$ cat src/design/dds_pkg.sv
`timescale 1ns / 1ps
`default_nettype none
// ----------------------------------------------------------------------------
// dds_pkg
// Shared types and constants for the differential-drive slew mixer.
// ----------------------------------------------------------------------------
package dds_pkg;

    localparam int MAX_WHEELS   = 4;
    localparam int NUM_WHEELS_D = 4;

    localparam int CFG_IDX_W  = 3;
    localparam int CFG_DATA_W = 16;

    localparam int DEND_W = 44;
    localparam int DSOR_W = 29;
    localparam int QUO_W  = 16;

    localparam logic [15:0] TIMEOUT_RST   = 16'd500;
    localparam logic [14:0] SPEED_STEP_RST = 15'd20;
    localparam logic [14:0] YAW_STEP_RST  = 15'd50;
    localparam logic [11:0] TRACK_RST     = 12'd200;
    localparam logic [14:0] WHEEL_MAX_RST = 15'd1000;
    localparam logic [3:0]  LEFT_MASK_RST = 4'd3;

    localparam logic [10:0] MIX_SCALE = 11'd2000;
    localparam logic [9:0]  YAW_SCALE = 10'd1000;

    typedef enum logic [1:0] {
        OP_TICK = 2'd0,
        OP_SET  = 2'd1,
        OP_STOP = 2'd2,
        OP_NOP  = 2'd3
    } op_t;

    typedef enum logic [2:0] {
        REG_TIMEOUT    = 3'd0,
        REG_SPEED_STEP = 3'd1,
        REG_YAW_STEP   = 3'd2,
        REG_TRACK      = 3'd3,
        REG_WHEEL_MAX  = 3'd4,
        REG_LEFT_MASK  = 3'd5
    } reg_idx_t;

    typedef enum logic [1:0] {
        DIV_LEFT  = 2'd0,
        DIV_RIGHT = 2'd1,
        DIV_SPEED = 2'd2,
        DIV_YAW   = 2'd3
    } div_sel_t;

    typedef struct packed {
        logic     load_in;
        logic     apply;
        logic     watch;
        logic     prod;
        logic     mix;
        logic     div_start;
        logic     div_store;
        div_sel_t div_sel;
        logic     load_out;
    } ctrl_cmd_t;

    typedef struct packed {
        op_t  op;
        logic div_busy;
    } ctrl_stat_t;

endpackage
`default_nettype wire

$ cat src/design/diff_drive_slew_mixer.sv
`timescale 1ns / 1ps
`default_nettype none
// ----------------------------------------------------------------------------
// diff_drive_slew_mixer
// Differential-drive command watchdog, slew ramps, wheel mixing and clamp,
// and body velocity rebuilt from measured wheel speeds.
// ----------------------------------------------------------------------------
// Sequencing: a tick item runs the watchdog, product and mix steps, then
// four passes through the shared 16-step divider (left, right, speed, yaw);
// set, stop and the unused code take only the apply step.
// Throughput: one item at a time; the next item is taken the cycle after the
// result is registered.
// Reset: asynchronous, active low; registers return to their defaults, the
// watchdog reads tripped, ramps, command and stored results clear.
// ----------------------------------------------------------------------------
module diff_drive_slew_mixer
#(
    parameter int NUM_WHEELS = dds_pkg::NUM_WHEELS_D
)
(
    input  wire logic                              clk,
    input  wire logic                              rst_n,
    input  wire logic                              cfg_we,
    input  wire logic [dds_pkg::CFG_IDX_W-1:0]     cfg_index,
    input  wire logic [dds_pkg::CFG_DATA_W-1:0]    cfg_data,
    input  wire logic                              in_valid,
    output logic                                   in_ready,
    input  wire logic [1:0]                        operation,
    input  wire logic signed [15:0]                cmd_speed,
    input  wire logic signed [15:0]                cmd_yaw,
    input  wire logic [31:0]                       now_ms,
    input  wire logic signed [15:0]                wheel_speed_0,
    input  wire logic signed [15:0]                wheel_speed_1,
    input  wire logic signed [15:0]                wheel_speed_2,
    input  wire logic signed [15:0]                wheel_speed_3,
    output logic                                   out_valid,
    input  wire logic                              out_ready,
    output logic signed [15:0]                     target_left,
    output logic signed [15:0]                     target_right,
    output logic signed [15:0]                     measured_speed,
    output logic signed [15:0]                     measured_yaw,
    output logic                                   watchdog_tripped
);

    dds_pkg::ctrl_cmd_t  cmd;
    dds_pkg::ctrl_stat_t stat;

    dds_ctrl u_ctrl
    (
        .clk       (clk),
        .rst_n     (rst_n),
        .in_valid  (in_valid),
        .in_ready  (in_ready),
        .out_valid (out_valid),
        .out_ready (out_ready),
        .stat      (stat),
        .cmd       (cmd)
    );

    dds_dp #(
        .NUM_WHEELS (NUM_WHEELS)
    ) u_dp
    (
        .clk              (clk),
        .rst_n            (rst_n),
        .cmd              (cmd),
        .stat             (stat),
        .cfg_we           (cfg_we),
        .cfg_index        (cfg_index),
        .cfg_data         (cfg_data),
        .operation        (operation),
        .cmd_speed        (cmd_speed),
        .cmd_yaw          (cmd_yaw),
        .now_ms           (now_ms),
        .wheel_speed_0    (wheel_speed_0),
        .wheel_speed_1    (wheel_speed_1),
        .wheel_speed_2    (wheel_speed_2),
        .wheel_speed_3    (wheel_speed_3),
        .target_left      (target_left),
        .target_right     (target_right),
        .measured_speed   (measured_speed),
        .measured_yaw     (measured_yaw),
        .watchdog_tripped (watchdog_tripped)
    );

endmodule
`default_nettype wire

$ cat src/design/dds_div.sv
`timescale 1ns / 1ps
`default_nettype none
// ----------------------------------------------------------------------------
// dds_div
// Restoring unsigned divider, one quotient bit per cycle.
// ----------------------------------------------------------------------------
module dds_div
(
    input  wire logic                         clk,
    input  wire logic                         rst_n,
    input  wire logic                         start,
    input  wire logic [dds_pkg::DEND_W-1:0]   dividend,
    input  wire logic [dds_pkg::DSOR_W-1:0]   divisor,
    output logic      [dds_pkg::QUO_W-1:0]    quotient,
    output logic                              busy
);

    localparam int QW = dds_pkg::QUO_W;
    localparam int DW = dds_pkg::DSOR_W;

    logic [DW-1:0] rem_reg, rem_next;
    logic [QW-1:0] low_reg, low_next;
    logic [DW-1:0] dsor_reg;
    logic [4:0]    cnt_reg, cnt_next;
    logic          busy_reg, busy_next;
    logic [DW:0]   trial;
    logic [DW:0]   diff;

    always_comb
    begin
        trial     = {rem_reg, low_reg[QW-1]};
        diff      = trial - {1'b0, dsor_reg};
        rem_next  = rem_reg;
        low_next  = low_reg;
        cnt_next  = cnt_reg;
        busy_next = busy_reg;
        if (busy_reg)
        begin
            if (!diff[DW])
            begin
                rem_next = diff[DW-1:0];
                low_next = {low_reg[QW-2:0], 1'b1};
            end
            else
            begin
                rem_next = trial[DW-1:0];
                low_next = {low_reg[QW-2:0], 1'b0};
            end
            cnt_next = cnt_reg - 5'd1;
            if (cnt_reg == 5'd1)
                busy_next = 1'b0;
        end
    end

    always_ff @(posedge clk or negedge rst_n)
    begin
        if (!rst_n)
        begin
            busy_reg <= 1'b0;
            cnt_reg  <= '0;
        end
        else if (start)
        begin
            busy_reg <= 1'b1;
            cnt_reg  <= 5'(QW);
        end
        else
        begin
            busy_reg <= busy_next;
            cnt_reg  <= cnt_next;
        end
    end

    always_ff @(posedge clk)
    begin
        if (start)
        begin
            rem_reg  <= DW'(dividend[dds_pkg::DEND_W-1:QW]);
            low_reg  <= dividend[QW-1:0];
            dsor_reg <= divisor;
        end
        else
        begin
            rem_reg <= rem_next;
            low_reg <= low_next;
        end
    end

    assign quotient = low_reg;
    assign busy     = busy_reg;

endmodule
`default_nettype wire

$ cat src/design/dds_ctrl.sv
`timescale 1ns / 1ps
`default_nettype none
// ----------------------------------------------------------------------------
// dds_ctrl
// Sequencer: accepts items, steps the datapath, drives the output handshake.
// ----------------------------------------------------------------------------
module dds_ctrl
(
    input  wire logic                clk,
    input  wire logic                rst_n,
    input  wire logic                in_valid,
    output logic                     in_ready,
    output logic                     out_valid,
    input  wire logic                out_ready,
    input  wire dds_pkg::ctrl_stat_t stat,
    output dds_pkg::ctrl_cmd_t       cmd
);

    typedef enum logic [2:0] {
        S_IDLE,
        S_APPLY,
        S_WATCH,
        S_PROD,
        S_MIX,
        S_DIV_LOAD,
        S_DIV_RUN,
        S_DONE
    } state_t;

    state_t            state_reg, state_next;
    dds_pkg::div_sel_t sel_reg, sel_next;
    logic              out_valid_reg, out_valid_next;

    always_comb
    begin
        state_next     = state_reg;
        sel_next       = sel_reg;
        cmd            = '0;
        cmd.div_sel    = sel_reg;
        unique case (state_reg)
            S_IDLE:
            begin
                if (in_valid)
                begin
                    cmd.load_in = 1'b1;
                    state_next  = S_APPLY;
                end
            end
            S_APPLY:
            begin
                if (stat.op == dds_pkg::OP_TICK)
                begin
                    state_next = S_WATCH;
                end
                else
                begin
                    cmd.apply  = 1'b1;
                    state_next = S_DONE;
                end
            end
            S_WATCH:
            begin
                cmd.watch  = 1'b1;
                state_next = S_PROD;
            end
            S_PROD:
            begin
                cmd.prod   = 1'b1;
                state_next = S_MIX;
            end
            S_MIX:
            begin
                cmd.mix    = 1'b1;
                sel_next   = dds_pkg::DIV_LEFT;
                state_next = S_DIV_LOAD;
            end
            S_DIV_LOAD:
            begin
                cmd.div_start = 1'b1;
                state_next    = S_DIV_RUN;
            end
            S_DIV_RUN:
            begin
                if (!stat.div_busy)
                begin
                    cmd.div_store = 1'b1;
                    if (sel_reg == dds_pkg::DIV_YAW)
                    begin
                        state_next = S_DONE;
                    end
                    else
                    begin
                        sel_next   = dds_pkg::div_sel_t'(sel_reg + 2'd1);
                        state_next = S_DIV_LOAD;
                    end
                end
            end
            S_DONE:
            begin
                if (!out_valid_reg || out_ready)
                begin
                    cmd.load_out = 1'b1;
                    state_next   = S_IDLE;
                end
            end
            default:
            begin
                state_next = S_IDLE;
            end
        endcase
        if (cmd.load_out)
            out_valid_next = 1'b1;
        else if (out_ready)
            out_valid_next = 1'b0;
        else
            out_valid_next = out_valid_reg;
    end

    always_ff @(posedge clk or negedge rst_n)
    begin
        if (!rst_n)
        begin
            state_reg     <= S_IDLE;
            sel_reg       <= dds_pkg::DIV_LEFT;
            out_valid_reg <= 1'b0;
        end
        else
        begin
            state_reg     <= state_next;
            sel_reg       <= sel_next;
            out_valid_reg <= out_valid_next;
        end
    end

    assign in_ready  = (state_reg == S_IDLE);
    assign out_valid = out_valid_reg;

endmodule
`default_nettype wire

$ cat src/design/dds_dp.sv
`timescale 1ns / 1ps
`default_nettype none
// ----------------------------------------------------------------------------
// dds_dp
// Datapath: configuration, command state, ramps, mixing, measures, divider.
// ----------------------------------------------------------------------------
module dds_dp
#(
    parameter int NUM_WHEELS = dds_pkg::NUM_WHEELS_D
)
(
    input  wire logic                              clk,
    input  wire logic                              rst_n,
    input  wire dds_pkg::ctrl_cmd_t                cmd,
    output dds_pkg::ctrl_stat_t                    stat,
    input  wire logic                              cfg_we,
    input  wire logic [dds_pkg::CFG_IDX_W-1:0]     cfg_index,
    input  wire logic [dds_pkg::CFG_DATA_W-1:0]    cfg_data,
    input  wire logic [1:0]                        operation,
    input  wire logic signed [15:0]                cmd_speed,
    input  wire logic signed [15:0]                cmd_yaw,
    input  wire logic [31:0]                       now_ms,
    input  wire logic signed [15:0]                wheel_speed_0,
    input  wire logic signed [15:0]                wheel_speed_1,
    input  wire logic signed [15:0]                wheel_speed_2,
    input  wire logic signed [15:0]                wheel_speed_3,
    output logic signed [15:0]                     target_left,
    output logic signed [15:0]                     target_right,
    output logic signed [15:0]                     measured_speed,
    output logic signed [15:0]                     measured_yaw,
    output logic                                   watchdog_tripped
);

    localparam int NW = dds_pkg::MAX_WHEELS;
    localparam logic [28:0] MIX_SCALE_W = 29'(dds_pkg::MIX_SCALE);
    localparam int DEND_W_T = dds_pkg::DEND_W;

    // configuration
    logic [15:0] timeout_reg;
    logic [14:0] speed_step_reg;
    logic [14:0] yaw_step_reg;
    logic [11:0] track_reg;
    logic [14:0] wheel_max_reg;
    logic [3:0]  left_mask_reg;

    // captured item
    dds_pkg::op_t       op_reg;
    logic signed [15:0] in_speed_reg;
    logic signed [15:0] in_yaw_reg;
    logic [31:0]        now_reg;
    logic signed [15:0] wheel_reg [NW];

    // persistent state
    logic signed [15:0] held_s_reg;
    logic signed [15:0] held_y_reg;
    logic [31:0]        stamp_reg;
    logic               seen_reg;
    logic signed [15:0] ramp_s_reg;
    logic signed [15:0] ramp_y_reg;
    logic               tripped_reg;
    logic signed [15:0] last_l_reg;
    logic signed [15:0] last_r_reg;
    logic signed [15:0] last_sp_reg;
    logic signed [15:0] last_yw_reg;

    // working registers
    logic signed [17:0] sum_l_reg, sum_r_reg;
    logic [2:0]         n_l_reg, n_r_reg;
    logic signed [29:0] p_s_reg, p_y_reg;
    logic signed [21:0] a_reg, b_reg;
    logic [5:0]         den_reg;
    logic signed [29:0] l_reg, r_reg;
    logic [28:0]        peak_reg;
    logic               clamp_reg;
    logic signed [22:0] sumab_reg;
    logic signed [32:0] dyn_reg;
    logic [17:0]        dyaw_reg;
    logic [6:0]         dsp_reg;
    logic               neg_reg;

    // watchdog and slew
    logic [31:0]        age;
    logic               stale;
    logic signed [15:0] base_s, base_y, want_s, want_y;
    logic signed [15:0] ramp_s_next, ramp_y_next;
    logic signed [17:0] sum_l_next, sum_r_next;
    logic [2:0]         n_l_next, n_r_next;

    // mixing
    logic signed [29:0] l_next, r_next;
    logic [28:0]        l_mag, r_mag, peak_next;
    logic               clamp_next;

    // division operands
    logic [31:0]                    ymag;
    logic                           ysat;
    logic [22:0]                    smag;
    logic [28:0]                    sel_mag;
    logic                           sel_neg;
    logic [dds_pkg::DEND_W-1:0]     dend;
    logic [dds_pkg::DSOR_W-1:0]     dsor;
    logic [dds_pkg::QUO_W-1:0]      quo;
    logic                           div_busy;
    logic signed [15:0]             q_signed;

    function automatic logic signed [15:0] slew
    (
        input logic signed [15:0] cur,
        input logic signed [15:0] want,
        input logic [14:0]        step
    );
        logic signed [16:0] d;
        logic signed [16:0] s;
        d = 17'(want) - 17'(cur);
        s = $signed({2'b00, step});
        if (d > s)
            slew = 16'(17'(cur) + s);
        else if (d < -s)
            slew = 16'(17'(cur) - s);
        else
            slew = want;
    endfunction

    always_comb
    begin
        age    = now_reg - stamp_reg;
        stale  = !seen_reg || (age > {16'b0, timeout_reg});
        base_s = (stale && !tripped_reg) ? 16'sd0 : ramp_s_reg;
        base_y = (stale && !tripped_reg) ? 16'sd0 : ramp_y_reg;
        want_s = stale ? 16'sd0 : held_s_reg;
        want_y = stale ? 16'sd0 : held_y_reg;
        ramp_s_next = slew(base_s, want_s, speed_step_reg);
        ramp_y_next = slew(base_y, want_y, yaw_step_reg);

        sum_l_next = '0;
        sum_r_next = '0;
        n_l_next   = '0;
        n_r_next   = '0;
        for (int i = 0; i < NW; i++)
        begin
            if (i < NUM_WHEELS)
            begin
                if (left_mask_reg[i])
                begin
                    sum_l_next = sum_l_next + 18'(wheel_reg[i]);
                    n_l_next   = n_l_next + 3'd1;
                end
                else
                begin
                    sum_r_next = sum_r_next + 18'(wheel_reg[i]);
                    n_r_next   = n_r_next + 3'd1;
                end
            end
        end
        if (n_l_next == 3'd0)
            n_l_next = 3'd1;
        if (n_r_next == 3'd0)
            n_r_next = 3'd1;
    end

    always_comb
    begin
        l_next     = p_s_reg - p_y_reg;
        r_next     = p_s_reg + p_y_reg;
        l_mag      = l_next[29] ? 29'(-l_next) : l_next[28:0];
        r_mag      = r_next[29] ? 29'(-r_next) : r_next[28:0];
        peak_next  = (l_mag > r_mag) ? l_mag : r_mag;
        clamp_next = peak_next > (29'(wheel_max_reg) * 29'(MIX_SCALE_W));
    end

    always_comb
    begin
        ymag = dyn_reg[32] ? 32'(-dyn_reg) : dyn_reg[31:0];
        ysat = {1'b0, ymag} >= {dyaw_reg, 15'b0};
        smag = sumab_reg[22] ? 23'(-sumab_reg) : sumab_reg[22:0];
        sel_mag = '0;
        sel_neg = 1'b0;
        dend    = '0;
        dsor    = '0;
        unique case (cmd.div_sel)
            dds_pkg::DIV_LEFT, dds_pkg::DIV_RIGHT:
            begin
                if (cmd.div_sel == dds_pkg::DIV_LEFT)
                begin
                    sel_mag = l_reg[29] ? 29'(-l_reg) : l_reg[28:0];
                    sel_neg = l_reg[29];
                end
                else
                begin
                    sel_mag = r_reg[29] ? 29'(-r_reg) : r_reg[28:0];
                    sel_neg = r_reg[29];
                end
                dend = DEND_W_T'(sel_mag) *
                       DEND_W_T'(clamp_reg ? wheel_max_reg : 15'd1);
                dsor = clamp_reg ? peak_reg : MIX_SCALE_W;
            end
            dds_pkg::DIV_SPEED:
            begin
                dend    = dds_pkg::DEND_W'(smag);
                dsor    = dds_pkg::DSOR_W'(dsp_reg);
                sel_neg = sumab_reg[22];
            end
            dds_pkg::DIV_YAW:
            begin
                dend    = dds_pkg::DEND_W'(ymag);
                dsor    = dds_pkg::DSOR_W'(dyaw_reg);
                sel_neg = dyn_reg[32];
            end
            default:
            begin
                dend = '0;
            end
        endcase
        q_signed = neg_reg ? 16'(-quo) : quo;
    end

    dds_div u_div
    (
        .clk      (clk),
        .rst_n    (rst_n),
        .start    (cmd.div_start),
        .dividend (dend),
        .divisor  (dsor),
        .quotient (quo),
        .busy     (div_busy)
    );

    // configuration and control state
    always_ff @(posedge clk or negedge rst_n)
    begin
        if (!rst_n)
        begin
            timeout_reg    <= dds_pkg::TIMEOUT_RST;
            speed_step_reg <= dds_pkg::SPEED_STEP_RST;
            yaw_step_reg   <= dds_pkg::YAW_STEP_RST;
            track_reg      <= dds_pkg::TRACK_RST;
            wheel_max_reg  <= dds_pkg::WHEEL_MAX_RST;
            left_mask_reg  <= dds_pkg::LEFT_MASK_RST;
            held_s_reg     <= '0;
            held_y_reg     <= '0;
            stamp_reg      <= '0;
            seen_reg       <= 1'b0;
            ramp_s_reg     <= '0;
            ramp_y_reg     <= '0;
            tripped_reg    <= 1'b1;
            last_l_reg     <= '0;
            last_r_reg     <= '0;
            last_sp_reg    <= '0;
            last_yw_reg    <= '0;
            op_reg         <= dds_pkg::OP_NOP;
        end
        else
        begin
            if (cfg_we)
            begin
                unique case (cfg_index)
                    dds_pkg::REG_TIMEOUT:    timeout_reg    <= cfg_data;
                    dds_pkg::REG_SPEED_STEP: speed_step_reg <= cfg_data[14:0];
                    dds_pkg::REG_YAW_STEP:   yaw_step_reg   <= cfg_data[14:0];
                    dds_pkg::REG_TRACK:      track_reg      <= cfg_data[11:0];
                    dds_pkg::REG_WHEEL_MAX:  wheel_max_reg  <= cfg_data[14:0];
                    dds_pkg::REG_LEFT_MASK:  left_mask_reg  <= cfg_data[3:0];
                    default:                 timeout_reg    <= timeout_reg;
                endcase
            end
            if (cmd.load_in)
                op_reg <= dds_pkg::op_t'(operation);
            if (cmd.apply)
            begin
                case (op_reg)
                    dds_pkg::OP_SET:
                    begin
                        held_s_reg <= in_speed_reg;
                        held_y_reg <= in_yaw_reg;
                        stamp_reg  <= now_reg;
                        seen_reg   <= 1'b1;
                    end
                    dds_pkg::OP_STOP:
                    begin
                        held_s_reg <= '0;
                        held_y_reg <= '0;
                        ramp_s_reg <= '0;
                        ramp_y_reg <= '0;
                        last_l_reg <= '0;
                        last_r_reg <= '0;
                    end
                    default:
                    begin
                        seen_reg <= seen_reg;
                    end
                endcase
            end
            if (cmd.watch)
            begin
                tripped_reg <= stale;
                ramp_s_reg  <= ramp_s_next;
                ramp_y_reg  <= ramp_y_next;
            end
            if (cmd.div_store)
            begin
                case (cmd.div_sel)
                    dds_pkg::DIV_LEFT:  last_l_reg  <= q_signed;
                    dds_pkg::DIV_RIGHT: last_r_reg  <= q_signed;
                    dds_pkg::DIV_SPEED: last_sp_reg <= q_signed;
                    default:
                    begin
                        if (track_reg == 12'd0)
                            last_yw_reg <= '0;
                        else if (ysat)
                            last_yw_reg <= neg_reg ? 16'sh8000 : 16'sh7FFF;
                        else
                            last_yw_reg <= q_signed;
                    end
                endcase
            end
        end
    end

    // payload and working registers
    always_ff @(posedge clk)
    begin
        if (cmd.load_in)
        begin
            in_speed_reg <= cmd_speed;
            in_yaw_reg   <= cmd_yaw;
            now_reg      <= now_ms;
            wheel_reg[0] <= wheel_speed_0;
            wheel_reg[1] <= wheel_speed_1;
            wheel_reg[2] <= wheel_speed_2;
            wheel_reg[3] <= wheel_speed_3;
        end
        if (cmd.watch)
        begin
            sum_l_reg <= sum_l_next;
            sum_r_reg <= sum_r_next;
            n_l_reg   <= n_l_next;
            n_r_reg   <= n_r_next;
        end
        if (cmd.prod)
        begin
            p_s_reg <= ramp_s_reg * 30'sd2000;
            p_y_reg <= ramp_y_reg * $signed({18'b0, track_reg});
            a_reg   <= sum_l_reg * $signed({1'b0, n_r_reg});
            b_reg   <= sum_r_reg * $signed({1'b0, n_l_reg});
            den_reg <= 6'(n_l_reg) * 6'(n_r_reg);
        end
        if (cmd.mix)
        begin
            l_reg     <= l_next;
            r_reg     <= r_next;
            peak_reg  <= peak_next;
            clamp_reg <= clamp_next;
            sumab_reg <= 23'(a_reg) + 23'(b_reg);
            dyn_reg   <= (33'(b_reg) - 33'(a_reg)) * $signed({23'b0, dds_pkg::YAW_SCALE});
            dyaw_reg  <= 18'(den_reg) * 18'(track_reg);
            dsp_reg   <= {den_reg, 1'b0};
        end
        if (cmd.div_start)
            neg_reg <= sel_neg;
        if (cmd.load_out)
        begin
            target_left      <= last_l_reg;
            target_right     <= last_r_reg;
            measured_speed   <= last_sp_reg;
            measured_yaw     <= last_yw_reg;
            watchdog_tripped <= tripped_reg;
        end
    end

    assign stat = '{op: op_reg, div_busy: div_busy};

endmodule
`default_nettype wire

$ cat config.mk
export PLATFORM = sky130hd
export DESIGN_NAME = diff_drive_slew_mixer
export DESIGN_NICKNAME = d
export VERILOG_FILES = /design/src/design/dds_pkg.sv /design/src/design/diff_drive_slew_mixer.sv /design/src/design/dds_div.sv /design/src/design/dds_ctrl.sv /design/src/design/dds_dp.sv
export SDC_FILE = /design/constraint.sdc
export NUM_CORES = 2
export LEC_CHECK = 0
export CORE_ASPECT_RATIO = 1.1
export CORE_MARGIN = 2
export CORE_UTILIZATION = 40
export DETAILED_ROUTE_END_ITERATION = 12
export DONT_BUFFER_PORTS = 1
export PLACE_DENSITY = 0.51
export SKIP_CTS_REPAIR_TIMING = 1
export SLEW_MARGIN = 20
export SYNTH_ARGS = -nofsm -noshare
export SYNTH_HDL_FRONTEND = slang
export SYNTH_SLANG_ARGS = --single-unit
$ cat constraint.sdc
create_clock -name clk -period 12.2 [get_ports clk]
set_input_delay 0.61 -clock clk [delete_from_list [all_inputs] [get_ports clk]]
set_output_delay 0.61 -clock clk [all_outputs]
set_load 0.005 [all_outputs]
==> impl_metrics.ini <==
[outcome]
status = finished, violations left
violations_in_the_final_reports = hold timing, slew limit

[clock_tree]
clock_tree.htree_level_count = 3
ctsRootBufferMaster = sky130_fd_sc_hd__clkbuf_16
worstSkewPairLatency_ps = 790
tritoncts_num_sinks = 830
cts.path.max_buffers = 3
cts_inserted_buffers = 96
tritoncts = yes
clkTransAtPathRegs_ps = 60

[setup_path]
critical_path.endpoint = u_dp.ramp_s_reg[15]
setup.reg_to_reg.worst_slack_ps = 1470
critPathKind = reg2reg
cp_data_arrival_time_ps = 11390
timing.reg2reg.worst_path_depth = 42
r2r-end = u_dp.ramp_s_reg[15]
end_kind = flip-flop
crit_path_top_delay_cell = sky130_fd_sc_hd__a2111oi_1
critPathLaunchType = flip-flop
critical_path.top_delay_family = compound AO/OA/AOI/OAI gates
most_frequent_cell_on_critical_path = sky130_fd_sc_hd__ha_1
cpPeakStageDelay_ps = 780
crit_fanout = 33
timing.rr.start = u_dp.now_reg[5]
worst_ep_required_time_ps = 12860
crit_path_start = u_dp.now_reg[5]
cp.buffers_inverters = 3
path_length_in_cells_of_the_critical_path = 42

[synth]
most_instantiated_flip_flop_cell_in_the_synthesis_netlist = sky130_fd_sc_hd__edfxtp_1
yosysWarnings = 0
synth_common_cells = sky130_fd_sc_hd__inv_1, sky130_fd_sc_hd__ha_1, sky130_fd_sc_hd__nand2_1
post_synthesis_register_bit_count = 830
yosys.area.top_type_share_pct = 19.1
synthesis.area_per_instance_sq_um = 9.43
synth-edff-count = 576
post-synth-top-area-cell = sky130_fd_sc_hd__edfxtp_1
seq_area_frac_synth_pct = 26.1
netlist_instances = 9606
synth.distinct_cells = 95
async_reset_ff_share_pct = 30.5
syn_area_sq_um = 90600
synth_fp_nets = 11600
post_synth_main_area_contributors = sky130_fd_sc_hd__edfxtp_1, sky130_fd_sc_hd__fa_1, sky130_fd_sc_hd__ha_1
yosys.cell_count.top_type = sky130_fd_sc_hd__inv_1

[floorplan]
floorplan.core_area_sq_um = 226000
ios = 221
die-height_microns = 503
floorplan.initialDensity_pct = 40.2
chipWidth_microns = 458
fp-row-count = 183
die_area_sq_um = 230000

[sta]
fin_worst_skew_ps = 95.7
timing.final.hold_violations = 37
slew_headroom_pct = -32.6
timing.fmax_mhz = 93.2
timing.final.max_slew_violations = 127
total_negative_slack_ps = 0
fin_crit_ps = 10730
setup-violations-final = 0
fin_worst_hold_slack_ps = -122
finalCritPeriodShare_pct = 88.0
grt_setup_unrepaired = false
tightestPinTransition_ps = 1990

[cells_and_area]
multiInputGateArea_sq_um = 60500
flow.area_growth_from_synthesis_pct = 8.97
drive_above_1_share_pct = 4.93
sequential_cell_area_sq_um = 23700
final.fill_count = 21700
layout.nets = 11600
largest_reg_flops = 64

[global_routing]
first_global_vias = 68700
grt_antenna_before_repair = 28
grt_max_degree = 254
groute.usage.overall_pct = 21.6
global_route_overflow = 0
global_route_wire_length_before_repair_microns = 391000

[placed_design]
hpwlAfterDp_microns = 202000
placement.io_buffers = 0
place.gp.congestion = 0.914

[drt]
drtAntennaViolNets = 0
dr.pass1.iters = 5
drc_errors = 0
routed_wire_length_per_instance_microns = 19.8
num_vias = 67200
dr.first_iter.drc_count = 3949
routed_wl_microns = 252000
avgViaCountPerCell = 5.29

[flow_run]
maxCapViolCount = 0

[min_path]
hp-class = in2async
## area by class of cell
cell class | count | area share (%)
Clock inverter | 63 | 0.710
Antenna cell | 20 | 0.0507
Timing Repair Buffer | 244 | 2.26
Sequential cell | 830 | 24.0
Inverter | 1419 | 5.40
Clock buffer | 117 | 2.57
Tap cell | 2960 | 3.75
Multi-Input combinational cell | 7036 | 61.3
## stage by stage
stage | instances | setup WS [ps] | utilization [%] | area, sq um | hold slack [ps]
2_1_floorplan | 9606 | 3010 | - | 90600 | 314
3_3_place_gp | 12300 | 1470 | 41.6 | 93800 | 347
3_5_place_dp | 12300 | 1280 | 41.6 | 93900 | 346
4_1_cts | 12500 | 1200 | 43.1 | 97100 | -490
5_1_grt | 12700 | 198 | 43.8 | 98700 | -2.53
6_report | 12700 | 1470 | 43.8 | 98700 | -122
## metal layers
layer  vias up  track usage, %  part of all wire (%)
met5         -               0                 0.051
met4        18            5.82                   2.8
met3       308            2.85                   4.3
met2      1367            37.2                    48
met1     33100            28.4                    45
li1      32300               -                     -
## cells by family (layout without fill, tap and decap cells)
| kind of cell | Yosys count | count (layout) | share of synthesized area (%) |
|---|---|---|---|
| other | 0 | 20 | 0 |
| buffers and inverters | 1740 | 1843 | 7.22 |
| flip-flops | 830 | 830 | 26.1 |
| XOR/XNOR | 642 | 642 | 6.24 |
| AND/OR/NAND/NOR | 2587 | 2587 | 13.7 |
| adder cells (fa/ha/maj) | 1810 | 1810 | 31.8 |
| AO/OA/AOI/OAI | 1826 | 1826 | 12.9 |
| multiplexers | 171 | 171 | 2.04 |
## cell usage in the layout (no fill, tap or decap), types with 39 or more instances in the layout
master and count:
sky130_fd_sc_hd__inv_1 1412, sky130_fd_sc_hd__ha_1 988, sky130_fd_sc_hd__nand2_1 935, sky130_fd_sc_hd__fa_1 819, sky130_fd_sc_hd__edfxtp_1 576, sky130_fd_sc_hd__nor2_1 543
sky130_fd_sc_hd__a21oi_1 499, sky130_fd_sc_hd__o21ai_0 471, sky130_fd_sc_hd__xnor2_1 466, sky130_fd_sc_hd__and2_1 269, sky130_fd_sc_hd__dfrtp_1 226, sky130_fd_sc_hd__xor2_1 173
sky130_fd_sc_hd__a21o_1 158, sky130_fd_sc_hd__dlygate4sd3_1 150, sky130_fd_sc_hd__nor3_1 147, sky130_fd_sc_hd__nand3_1 124, sky130_fd_sc_hd__nor2b_1 114, sky130_fd_sc_hd__nand2b_1 108
sky130_fd_sc_hd__mux2_2 108, sky130_fd_sc_hd__clkbuf_16 98, sky130_fd_sc_hd__o21bai_1 95, sky130_fd_sc_hd__o21a_1 94, sky130_fd_sc_hd__buf_4 93, sky130_fd_sc_hd__and3_1 69
sky130_fd_sc_hd__mux2i_1 63, sky130_fd_sc_hd__or3_1 59, sky130_fd_sc_hd__o31ai_1 57, sky130_fd_sc_hd__a211oi_1 53, sky130_fd_sc_hd__nand4_1 48, sky130_fd_sc_hd__nor4_1 39
## worst reg2reg max path: cells and delay by family, from the launching register on
kind	cells	cell delay (ps)
XOR/XNOR	1	200
buffers and inverters	3	530
AO/OA/AOI/OAI	24	6330
flip-flops	1	390
adder cells (fa/ha/maj)	5	1400
AND/OR/NAND/NOR	9	1760
## how the worst min path moves through the flow
stage          start                 endpoint  slack (ps)  cells after the start
5_1_grt        rst_n  u_dp.speed_step_reg[10]          -3                      1
3_3_place_gp   rst_n       u_dp.held_s_reg[8]         350                      0
4_1_cts        rst_n       u_dp.ramp_y_reg[4]        -490                      0
3_5_place_dp   rst_n      u_dp.held_s_reg[11]         350                      0
2_1_floorplan  rst_n         u_ctrl.out_valid         310                      0
6_report       rst_n  u_dp.speed_step_reg[10]        -120                      1
Power is left out: the tool's default activity adds up to more than one toggle a clock period on the data nets, which glitch-free logic cannot reach.
